--- src/design/lpr_pkg.sv ---
// Shared types and defaults for the line pixel rasterizer.
// Used by the controller, the datapath, the top level and the checker.
`timescale 1ns / 1ps

package lpr_pkg;

   localparam int COORD_BITS_DEF = 6;
   localparam int COLOR_BITS_DEF = 24;

   typedef enum logic [0:0] {
      ST_IDLE,
      ST_EMIT
   } lpr_state_type;

   typedef enum logic [1:0] {
      MODE_IDLE,
      MODE_STRAIGHT,
      MODE_DIAG_X,
      MODE_DIAG_Y
   } draw_mode_type;

   // controller to datapath
   typedef struct packed {
      logic load;
      logic advance;
   } lpr_cmd_type;

   // datapath to controller
   typedef struct packed {
      logic zero_len;
      logic last;
   } lpr_status_type;

endpackage

--- src/design/lpr_ctrl.sv ---
// Controller state machine of the line pixel rasterizer.
// Depends on lpr_pkg; drives the handshakes and commands the datapath.
`timescale 1ns / 1ps

module lpr_ctrl
   import lpr_pkg::*;
(
   input  logic           clock,
   input  logic           reset,
   input  logic           req_valid,
   output logic           req_ready,
   output logic           rsp_valid,
   input  logic           rsp_ready,
   input  lpr_status_type status,
   output lpr_cmd_type    cmd
);

   lpr_state_type state_ff;
   lpr_state_type state_in;

   always_ff @(posedge clock) begin
      if (reset) begin
         state_ff <= ST_IDLE;
      end else begin
         state_ff <= state_in;
      end
   end

   always_comb begin
      state_in = state_ff;
      unique case (state_ff)
         ST_IDLE: begin
            // a zero-length line is taken and dropped
            if (req_valid && !status.zero_len) begin
               state_in = ST_EMIT;
            end
         end
         ST_EMIT: begin
            if (rsp_ready && status.last) begin
               state_in = ST_IDLE;
            end
         end
         default: begin
            state_in = ST_IDLE;
         end
      endcase
   end

   always_comb begin
      req_ready   = 1'b0;
      rsp_valid   = 1'b0;
      cmd.load    = 1'b0;
      cmd.advance = 1'b0;
      unique case (state_ff)
         ST_IDLE: begin
            req_ready = 1'b1;
            cmd.load  = req_valid;
         end
         ST_EMIT: begin
            rsp_valid   = 1'b1;
            cmd.advance = rsp_ready;
         end
         default: begin
            req_ready = 1'b0;
         end
      endcase
   end

endmodule

--- src/design/lpr_dp.sv ---
// Datapath of the line pixel rasterizer: line setup, position stepping and
// the integer error accumulator. Depends on lpr_pkg; commanded by lpr_ctrl.
`timescale 1ns / 1ps

module lpr_dp
   import lpr_pkg::*;
#(
   parameter int COORD_BITS = COORD_BITS_DEF,
   parameter int COLOR_BITS = COLOR_BITS_DEF
) (
   input  logic                  clock,
   input  logic                  reset,
   input  lpr_cmd_type           cmd,
   output lpr_status_type        status,
   input  logic [COORD_BITS-1:0] req_x0,
   input  logic [COORD_BITS-1:0] req_y0,
   input  logic [COORD_BITS-1:0] req_x1,
   input  logic [COORD_BITS-1:0] req_y1,
   input  logic [COLOR_BITS-1:0] req_color,
   output logic [COORD_BITS-1:0] rsp_px,
   output logic [COORD_BITS-1:0] rsp_py,
   output logic [COLOR_BITS-1:0] rsp_pixel_color,
   output logic                  rsp_last
);

   localparam int CW = COORD_BITS;
   localparam int DW = COORD_BITS + 1;
   localparam int EW = COORD_BITS + 2;

   // stepping state
   draw_mode_type          draw_mode_ff, draw_mode_in;
   logic [CW-1:0]          major_pos_ff, major_pos_in;
   logic [CW-1:0]          minor_pos_ff, minor_pos_in;
   logic                   step_dir_ff, step_dir_in;
   logic signed [EW-1:0]   error_acc_ff, error_acc_in;
   logic signed [DW-1:0]   minor_delta_ff, minor_delta_in;
   logic [CW-1:0]          major_len_ff, major_len_in;
   logic [CW-1:0]          steps_left_ff, steps_left_in;
   logic [COLOR_BITS-1:0]  held_color_ff, held_color_in;
   logic                   axis_y_ff, axis_y_in;

   // setup terms
   logic signed [DW-1:0]   dx, dy;
   logic [CW-1:0]          adx, ady;
   logic                   along_y, straight, xmaj;
   logic [CW-1:0]          ld_major, ld_minor, ld_len;
   logic signed [DW-1:0]   ld_delta;
   logic                   ld_dir, ld_axis_y;
   draw_mode_type          ld_mode;

   // step terms
   logic signed [EW-1:0]   err_sum;
   logic signed [EW-1:0]   len_s;

   assign dx = $signed({1'b0, req_x1}) - $signed({1'b0, req_x0});
   assign dy = $signed({1'b0, req_y1}) - $signed({1'b0, req_y0});
   assign adx = dx[DW-1] ? CW'(-dx) : CW'(dx);
   assign ady = dy[DW-1] ? CW'(-dy) : CW'(dy);
   assign along_y  = (dx == '0);
   assign straight = (dx == '0) || (dy == '0);
   assign xmaj     = (adx >= ady);

   always_comb begin
      ld_major  = req_x0;
      ld_minor  = req_y0;
      ld_len    = adx;
      ld_delta  = '0;
      ld_dir    = 1'b0;
      ld_axis_y = 1'b0;
      ld_mode   = MODE_STRAIGHT;
      priority if (straight) begin
         ld_axis_y = along_y;
         ld_major  = along_y ? req_y0 : req_x0;
         ld_minor  = along_y ? req_x0 : req_y0;
         ld_len    = along_y ? ady : adx;
         ld_dir    = along_y ? dy[DW-1] : dx[DW-1];
         ld_mode   = MODE_STRAIGHT;
      end else if (xmaj) begin
         // order the endpoints so that x increases
         ld_mode = MODE_DIAG_X;
         ld_len  = adx;
         if (!dx[DW-1]) begin
            ld_major = req_x0 + CW'(1);
            ld_minor = req_y0;
            ld_delta = dy;
         end else begin
            ld_major = req_x1 + CW'(1);
            ld_minor = req_y1;
            ld_delta = -dy;
         end
         ld_dir = ld_delta[DW-1];
      end else begin
         ld_mode   = MODE_DIAG_Y;
         ld_axis_y = 1'b1;
         ld_len    = ady;
         if (!dy[DW-1]) begin
            ld_major = req_y0 + CW'(1);
            ld_minor = req_x0;
            ld_delta = dx;
         end else begin
            ld_major = req_y1 + CW'(1);
            ld_minor = req_x1;
            ld_delta = -dx;
         end
         ld_dir = ld_delta[DW-1];
      end
   end

   assign err_sum = error_acc_ff + EW'(minor_delta_ff);
   assign len_s   = $signed({2'b00, major_len_ff});

   always_comb begin
      draw_mode_in   = draw_mode_ff;
      major_pos_in   = major_pos_ff;
      minor_pos_in   = minor_pos_ff;
      step_dir_in    = step_dir_ff;
      error_acc_in   = error_acc_ff;
      minor_delta_in = minor_delta_ff;
      major_len_in   = major_len_ff;
      steps_left_in  = steps_left_ff;
      held_color_in  = held_color_ff;
      axis_y_in      = axis_y_ff;
      priority if (cmd.load) begin
         draw_mode_in   = status.zero_len ? MODE_IDLE : ld_mode;
         major_pos_in   = ld_major;
         minor_pos_in   = ld_minor;
         step_dir_in    = ld_dir;
         error_acc_in   = '0;
         minor_delta_in = ld_delta;
         major_len_in   = ld_len;
         steps_left_in  = ld_len - CW'(1);
         held_color_in  = req_color;
         axis_y_in      = ld_axis_y;
      end else if (cmd.advance) begin
         steps_left_in = steps_left_ff - CW'(1);
         if (status.last) begin
            draw_mode_in = MODE_IDLE;
         end
         if (draw_mode_ff == MODE_STRAIGHT) begin
            major_pos_in = step_dir_ff ? major_pos_ff - CW'(1) : major_pos_ff + CW'(1);
         end else begin
            major_pos_in = major_pos_ff + CW'(1);
            // one correction keeps the remainder in [0, n) since |delta| <= n
            if (step_dir_ff) begin
               if (err_sum < 0) begin
                  error_acc_in = err_sum + len_s;
                  minor_pos_in = minor_pos_ff - CW'(1);
               end else begin
                  error_acc_in = err_sum;
               end
            end else begin
               if (err_sum >= len_s) begin
                  error_acc_in = err_sum - len_s;
                  minor_pos_in = minor_pos_ff + CW'(1);
               end else begin
                  error_acc_in = err_sum;
               end
            end
         end
      end else begin
         draw_mode_in = draw_mode_ff;
      end
   end

   always_ff @(posedge clock) begin
      if (reset) begin
         draw_mode_ff <= MODE_IDLE;
      end else begin
         draw_mode_ff <= draw_mode_in;
      end
   end

   always_ff @(posedge clock) begin
      major_pos_ff   <= major_pos_in;
      minor_pos_ff   <= minor_pos_in;
      step_dir_ff    <= step_dir_in;
      error_acc_ff   <= error_acc_in;
      minor_delta_ff <= minor_delta_in;
      major_len_ff   <= major_len_in;
      steps_left_ff  <= steps_left_in;
      held_color_ff  <= held_color_in;
      axis_y_ff      <= axis_y_in;
   end

   assign status.zero_len = (dx == '0) && (dy == '0);
   assign status.last     = (steps_left_ff == '0);

   assign rsp_px          = axis_y_ff ? minor_pos_ff : major_pos_ff;
   assign rsp_py          = axis_y_ff ? major_pos_ff : minor_pos_ff;
   assign rsp_pixel_color = held_color_ff;
   assign rsp_last        = status.last;

endmodule

--- src/design/line_pixel_rasterizer_top.sv ---
// Line pixel rasterizer: a line segment in, one pixel per cycle out. A segment
// is taken while the block is idle; its n pixels then leave one per cycle from
// the datapath registers while rsp_ready is high, and a zero-length line gives
// no pixel. The single-step datapath makes one position step and one
// error-accumulator add and correction per pixel, and the next segment is taken
// only after the last pixel of the current one has been taken.
// Depends on lpr_pkg, lpr_ctrl and lpr_dp.
`timescale 1ns / 1ps

module line_pixel_rasterizer_top
   import lpr_pkg::*;
#(
   parameter int COORD_BITS = COORD_BITS_DEF,
   parameter int COLOR_BITS = COLOR_BITS_DEF
) (
   input  logic                  clock,
   input  logic                  reset,
   input  logic                  req_valid,
   output logic                  req_ready,
   input  logic [COORD_BITS-1:0] req_x0,
   input  logic [COORD_BITS-1:0] req_y0,
   input  logic [COORD_BITS-1:0] req_x1,
   input  logic [COORD_BITS-1:0] req_y1,
   input  logic [COLOR_BITS-1:0] req_color,
   output logic                  rsp_valid,
   input  logic                  rsp_ready,
   output logic [COORD_BITS-1:0] rsp_px,
   output logic [COORD_BITS-1:0] rsp_py,
   output logic [COLOR_BITS-1:0] rsp_pixel_color,
   output logic                  rsp_last
);

   lpr_cmd_type    cmd;
   lpr_status_type status;

   lpr_ctrl u_ctrl (
      .clock     (clock),
      .reset     (reset),
      .req_valid (req_valid),
      .req_ready (req_ready),
      .rsp_valid (rsp_valid),
      .rsp_ready (rsp_ready),
      .status    (status),
      .cmd       (cmd)
   );

   lpr_dp #(
      .COORD_BITS (COORD_BITS),
      .COLOR_BITS (COLOR_BITS)
   ) u_dp (
      .clock           (clock),
      .reset           (reset),
      .cmd             (cmd),
      .status          (status),
      .req_x0          (req_x0),
      .req_y0          (req_y0),
      .req_x1          (req_x1),
      .req_y1          (req_y1),
      .req_color       (req_color),
      .rsp_px          (rsp_px),
      .rsp_py          (rsp_py),
      .rsp_pixel_color (rsp_pixel_color),
      .rsp_last        (rsp_last)
   );

endmodule

--- config.mk ---
export PLATFORM = sky130hd
export DESIGN_NAME = line_pixel_rasterizer_top
export DESIGN_NICKNAME = d
export VERILOG_FILES = /design/src/design/lpr_pkg.sv /design/src/design/lpr_ctrl.sv /design/src/design/lpr_dp.sv /design/src/design/line_pixel_rasterizer_top.sv
export SDC_FILE = /design/constraint.sdc
export NUM_CORES = 1
export LEC_CHECK = 0
export BUFFER_PORTS_ARGS = -buffer_cell sky130_fd_sc_hd__buf_4
export CORE_AREA = 8 8 115 169
export CTS_BUF_LIST = sky130_fd_sc_hd__clkbuf_16
export DETAILED_ROUTE_END_ITERATION = 7
export DIE_AREA = 0 0 123 177
export GPL_ROUTABILITY_DRIVEN = 0
export HOLD_SLACK_MARGIN = 0.03
export PLACE_DENSITY = 0.58
export SKIP_CTS_REPAIR_TIMING = 1
export SLEW_MARGIN = 20
export SYNTH_ARGS = -nofsm -noshare
export SYNTH_HDL_FRONTEND = slang
export SYNTH_SLANG_ARGS = --single-unit
--- constraint.sdc ---
create_clock -name clock -period 6.95 [get_ports clock]
set_input_delay 0.3475 -clock clock [delete_from_list [all_inputs] [get_ports clock]]
set_output_delay 0.3475 -clock clock [all_outputs]
set_load 0.05 [all_outputs]
======== Yosys cells after proc, flatten, opt, wreduce, memory -nomap -nowiden ========
Index checks and enable logic that the tools add are counted.
cells by class
  mux-type cells .......................... 53
  order comparisons ....................... 3
  bitwise logic cells ..................... 2
  reductions and logical operators ........ 14
  add/subtract/negate cells ............... 17
  equal/unequal tests ..................... 3
operators by type and width
  cell                   count
  $mux W6                29
  $add A6 B1 Y6 const B  6
  $mux W8                3
  $sub A6 B1 Y6 const B  4
  $mux W7                3
  $add A8 B7 Y8          2
  $logic_not A7 Y1       2
  $neg A7 Y7             2
  $sub A6 B6 Y7          2
  $mux W1                12
  $mux W2                5
  $ge A8 B7 Y1           1
  $lt A8 B1 Y1 const B   1
  $sub A8 B7 Y8          1
  $ge A6 B6 Y1           1
  $logic_not A6 Y1       1
  $reduce_and A2 Y1      2
  $reduce_and A4 Y1      1
  $reduce_bool A2 Y1     2
  $logic_and A1 B1 Y1    3
  $ne A3 B3 Y1 const B   1
  $reduce_bool A3 Y1     1
  $eq A2 B1 Y1 const B   1
  $ne A2 B2 Y1 const B   1
  other kinds (4)        5
storage, ports and cells
  register bits ........................... 68

======== Depth between registers and ports, before layout ========
  word-level depth ........................ 8
  gate-level depth with buffers ........... 22

======== By module ========
Synthesis repeated with hierarchy kept, for this count alone.
second synthesis, totals
  cell total of the unflattened synthesis .. 623
  area total of the unflattened synthesis .. 5725.5 µm²
by module, submodules not included
  module    cells each  times used  area an instance (µm²)
  lpr_dp    616         1           5661.7
  lpr_ctrl  7           1           63.8

======== Least setup slack after synthesis ========
Ideal clock, no wire load.
  path kind ............................... input to register
  from .................................... input port req_x1[0]
  to ...................................... register u_dp.major_pos_ff[4] (data pin)
  required time ........................... 6629 ps
  buffers on the path ..................... 2
  arrival ................................. 4164 ps
  path slack .............................. 2465 ps
  stages on the path ...................... 21
  path through ............................ inv_1 ha_1 fa_1 nand2b_1 a211o_1 a21oi_2 nor2_1 a21oi_1 ha_1 a21oi_1 o21ai_0 a31o_2 clkbuf_1 clkbuf_1 a211oi_1 a21oi_1 ha_1 o21ai_0 o211ai_1 a31oi_1 o22ai_1
on the way
  cells in the longest elaborated chain, start to end .. 7
  elaborated cells between the ends (all ways) .. 12
  classes of those cells .................. add/sub: 3; order compare: 1; mux: 6; reduce/logical: 2
RTL lines
  item                      line                             text
  start: declaration        line_pixel_rasterizer_top.sv:22  input logic [COORD_BITS-1:0] req_x1,
  $sub A6 B6 Y7             lpr_dp.sv:55                     assign dx = $signed({1'b0, req_x1}) - $signed({1'b0, req_x0});
  $neg A7 Y7                lpr_dp.sv:57                     assign adx = dx[DW-1] ? CW'(-dx) : CW'(dx);
  $mux W6                   lpr_dp.sv:57
  $ge A6 B6 Y1              lpr_dp.sv:61                     assign xmaj = (adx >= ady);
  $mux W6                   lpr_dp.sv:78                     end else if (xmaj) begin
  $mux W6 (*)               lpr_dp.sv:71                     priority if (straight) begin
  $mux W6 (*)               lpr_dp.sv:123                    priority if (cmd.load) begin
  via u_dp.major_pos_in[4]  lpr_dp.sv:32                     logic [CW-1:0] major_pos_ff, major_pos_in;
  end signal: assignment    lpr_dp.sv:174                    major_pos_ff <= major_pos_in;
  end: declaration          lpr_dp.sv:32
The timed path passes the listed nets; every way through them passes the cells marked *.
A chain may end at the register's enable or synchronous reset.

======== Worst setup path after layout ========
  from .................................... input port req_x0[0]
  to ...................................... register u_dp.steps_left_ff[5] (data pin)
on the way
  cells in the longest elaborated chain, start to end .. 8
  elaborated cells between the ends (all ways) .. 11
  classes of those cells .................. add/sub: 3; order compare: 1; mux: 5; reduce/logical: 2
RTL lines
  item                       line                             text
  start: declaration         line_pixel_rasterizer_top.sv:20  input logic [COORD_BITS-1:0] req_x0,
  $sub A6 B6 Y7 (*)          lpr_dp.sv:55
  $neg A7 Y7                 lpr_dp.sv:57
  $mux W6                    lpr_dp.sv:57
  $ge A6 B6 Y1               lpr_dp.sv:61
  $mux W6                    lpr_dp.sv:78
  $mux W6 (*)                lpr_dp.sv:71
  $sub A6 B1 Y6 (*)          lpr_dp.sv:131                    steps_left_in = ld_len - CW'(1);
  $mux W6 (*)                lpr_dp.sv:123
  via u_dp.steps_left_in[5]  lpr_dp.sv:38                     logic [CW-1:0] steps_left_ff, steps_left_in;
  end signal: assignment     lpr_dp.sv:180                    steps_left_ff <= steps_left_in;
  end: declaration           lpr_dp.sv:38
Marks and branches as above.

==> impl_metrics.py <==
metrics = {
    "critical_path": {
        "crit_fanout": 19,
        "end_kind": "flip-flop",
        "max_stage_delay_ns": 0.64,
        "regToRegSetupSlack_ns": 2.12,
        "cp_data_required_time_ns": 7.03,
        "r2r_start": "u_dp.minor_delta_ff[1]",
        "cp-start-kind": "primary input",
        "worst_ep_arrival_time_ns": 4.97,
        "path_cells": "buf_4 -> ha_1 -> fa_1 -> nand2b_1 -> a211o_1 -> a21oi_2 -> nor2_1 -> a21oi_1 -> ha_1 -> a21oi_1 -> o21ai_0 -> a31oi_2 -> buf_4 -> o21ai_2 -> a21boi_0 -> o31ai_2 -> a2111oi_4 -> o2111ai_1 -> xor2_1",
        "crit_slowest_cell": "a21oi_2",
        "worstSetupPathType": "primary input to flip-flop",
        "crit_buf_inv": 2,
        "critPathTopFamily": "compound AO/OA/AOI/OAI gates",
        "reg2reg_to": "u_dp.minor_pos_ff[4]",
        "reg2reg_depth": 14,
    },
    "cts": {
        "clkTransAtPathRegs_ns": 0.06,
        "cts_root_buf": "clkbuf_16",
        "cts_tree": "done",
        "clock_sinks": 68,
        "h-tree-depth": 3,
        "worstSkewPairLatency_ns": 0.33,
        "clockBufferDepth": 2,
        "numCtsBuffers": 9,
    },
    "floorplan": {
        "die_w_um": 123,
        "die_area_um2": 21770,
        "fp.dieH_um": 177,
        "rows": 59,
        "core_um2": 17130,
        "start_util_pct": 34.00,
        "pin_count": 91,
    },
    "run_status": {
        "outcome": "complete, no violations",
    },
    "final_layout": {
        "final_cell_count_no_fill": 954,
        "fin_util_pct": 40.88,
        "drive_above_1_share_pct": 18.89,
        "diodes": 0,
        "nFillCells": 1769,
        "syn2layout_area_growth_pct": 20.22,
        "finalNetCount": 842,
        "final_cell_area_um2": 7000,
    },
    "sta": {
        "setup_violations": 0,
        "period_minus_slack_ns": 4.898,
        "maxSlewViolCount": 0,
        "max_freq_mhz": 204.2,
        "rsz0062_at_grt": "no",
        "setup_tns_ns": 0,
        "finalCritPeriodShare_pct": 70.47,
        "worstMarginPinSlew_ns": 1.091,
        "final-hold-violation-count": 0,
        "max_slew_margin_pct": 26.48,
        "fin_skew_ns": 0.008207,
    },
    "logic_synthesis": {
        "synth_top_cell_by_area": "edfxtp_1",
        "ys_warn_count": 0,
        "yosysMostFrequentCell": "nor2_1",
        "ys.flop_type": "edfxtp_1",
        "synth_edf_count": 57,
        "synth_top_area_share_pct": 29.39,
        "netlist_area_um2": 5823,
        "syn_inst": 655,
        "syn_avg_cell_area_um2": 8.890,
        "synthDistinctLibCells": 71,
        "netlist_top_cells_area": "edfxtp_1 29%, ha_1 10%, a21oi_1 5.2%",
        "async_reset_ff_share_pct": 0,
        "synth_commonest_cells": "69 x nor2_1, 60 x a21oi_1, 57 x edfxtp_1",
        "ys_ff_latch": 68,
        "synth_nets": 761,
        "synth-seq-area-share_pct": 33.18,
    },
    "placed_design": {
        "dp.cells": 938,
        "place.port_buffers": 90,
        "place_area_um2": 6693,
        "dp.final_hpwl_um": 13170,
    },
    "detailed_routing": {
        "drc": 0,
        "final_antenna_net_count": 0,
        "viasPerCell": 5.246,
        "initialDrtViolationCount": 243,
        "wl_um": 16240,
        "wl_per_cell_um": 17.02,
        "firstDrtPassIters": 4,
        "via_count": 5005,
    },
    "global_routing": {
        "overflow": 0,
        "antenna_found_initial": 0,
        "grt_max_degree": 52,
        "grt.total_usage_pct": 15.22,
        "grt_pass1_wl_um": 26110,
        "grt_pass1_vias": 5028,
    },
    "worst_hold_path": {
        "hp-class": "primary input to flip-flop",
        "hold_depth": 1,
        "whs_endpoint": "u_dp.rsp_pixel_color[17]",
        "hold_start": "req_color[17]",
    },
    "power": {
        "p_leak_nw": 2.971,
        "power.density_nw_per_um2": 435.7,
        "vdd_ir_drop_max_mv": 0.1982,
    },
    "job": {
        "drv_cap": 0,
    },
}
[routing by layer]
metal | share of wire (%) | global-route usage, %
met5 | 0 | 0
met4 | 3.9 | 7.557
met3 | 3.5 | 1.757
met2 | 53 | 27.71
met1 | 39 | 16.92
[worst reg2reg max path: cells and delay by family, from the launching register on]
kind / cells / cell delay [ns]
and+or+nand+nor: 4 / 0.86
adders and majority gates: 2 / 0.69
DFF: 1 / 0.42
AOI/OAI and AO/OA: 8 / 2.48
[sequential cells by signal (all words and copies together), names as in the netlist]
name / count
u_dp.draw_mode_ff: 2
u_dp.major_len_ff: 6
u_dp.step_dir_ff: 1
u_dp.major_pos_ff: 6
u_ctrl.state_ff: 1
u_dp.minor_pos_ff: 6
u_dp.axis_y_ff: 1
u_dp.rsp_pixel_color: 24
u_dp.steps_left_ff: 6
u_dp.error_acc_ff: 8
u_dp.minor_delta_ff: 7
[cell type report]
cell class / instances / area (µm²) / share of cell area, %
clock buffers: 9 / 225.2 / 3.217
clock inverters: 7 / 82.58 / 1.180
inverters: 49 / 183.9 / 2.627
multi-input cells: 513 / 3597 / 51.39
flip-flops and latches: 68 / 1932 / 27.60
well taps: 213 / 266.5 / 3.807
repair buffers: 95 / 713.2 / 10.19
[worst max path at each step]
stage,startpoint,end,slack (ns),cells after the start
floorplan,req_x1[0],u_dp.major_pos_ff[4],2.47,21
global placement,req_x0[0],u_dp.steps_left_ff[5],1.83,19
detailed placement,req_x0[0],u_dp.steps_left_ff[5],1.73,19
CTS,u_dp.minor_delta_ff[1],u_dp.minor_pos_ff[2],2.07,14
global route,req_x0[0],u_dp.steps_left_ff[5],1.71,19
finish,req_x0[0],u_dp.steps_left_ff[5],2.05,19
[stage by stage]
step	power [mW]	hold slack, ns	setup slack (ns)
after global routing	3.301	0.1670	1.713
after floorplan	2.120	0.4166	2.465
after global placement	2.575	0.4319	1.827
after CTS	3.065	0.1686	2.065
after detailed placement	2.578	0.4403	1.731
final	3.050	0.1846	2.052
[layout by cell type (no fill, tap or decap), types with 3 or more instances in the layout]
cell type	instances
nand2_1	48
and3_1	3
xor2_1	17
o22ai_1	4
o21ai_0	48
clkbuf_16	9
ha_1	48
nor2b_1	6
o21bai_1	7
inv_6	3
mux2i_1	18
inv_1	48
a21o_1	10
nand4_1	3
o21a_1	3
buf_4	95
a22oi_1	5
fa_1	6
nor3_1	16
mux2_2	8
nor2_1	69
xnor2_1	34
edfxtp_1	57
a21oi_1	60
a211oi_1	19
nand3_1	14
a31oi_1	7
dfxtp_1	11
nand2b_1	9
[logic make-up after synthesis]
kind of cell             after synthesis  synth area share, %
XOR/XNOR                              53                8.230
multiplexers                          27                4.877
adder cells (fa/ha/maj)               54                12.38
flip-flops                            68                33.18
AND/OR/NAND/NOR                      187                14.91
AO/OA/AOI/OAI                        192                21.38
buffers and inverters                 74                5.049
[power by group]
group | internal (mW) | switching [mW]
Combinational | 0.743 | 1.17
Sequential | 0.590 | 0.0783
Clock | 0.284 | 0.187
Total | 1.62 | 1.43
Power figures use the tool's default switching activity.
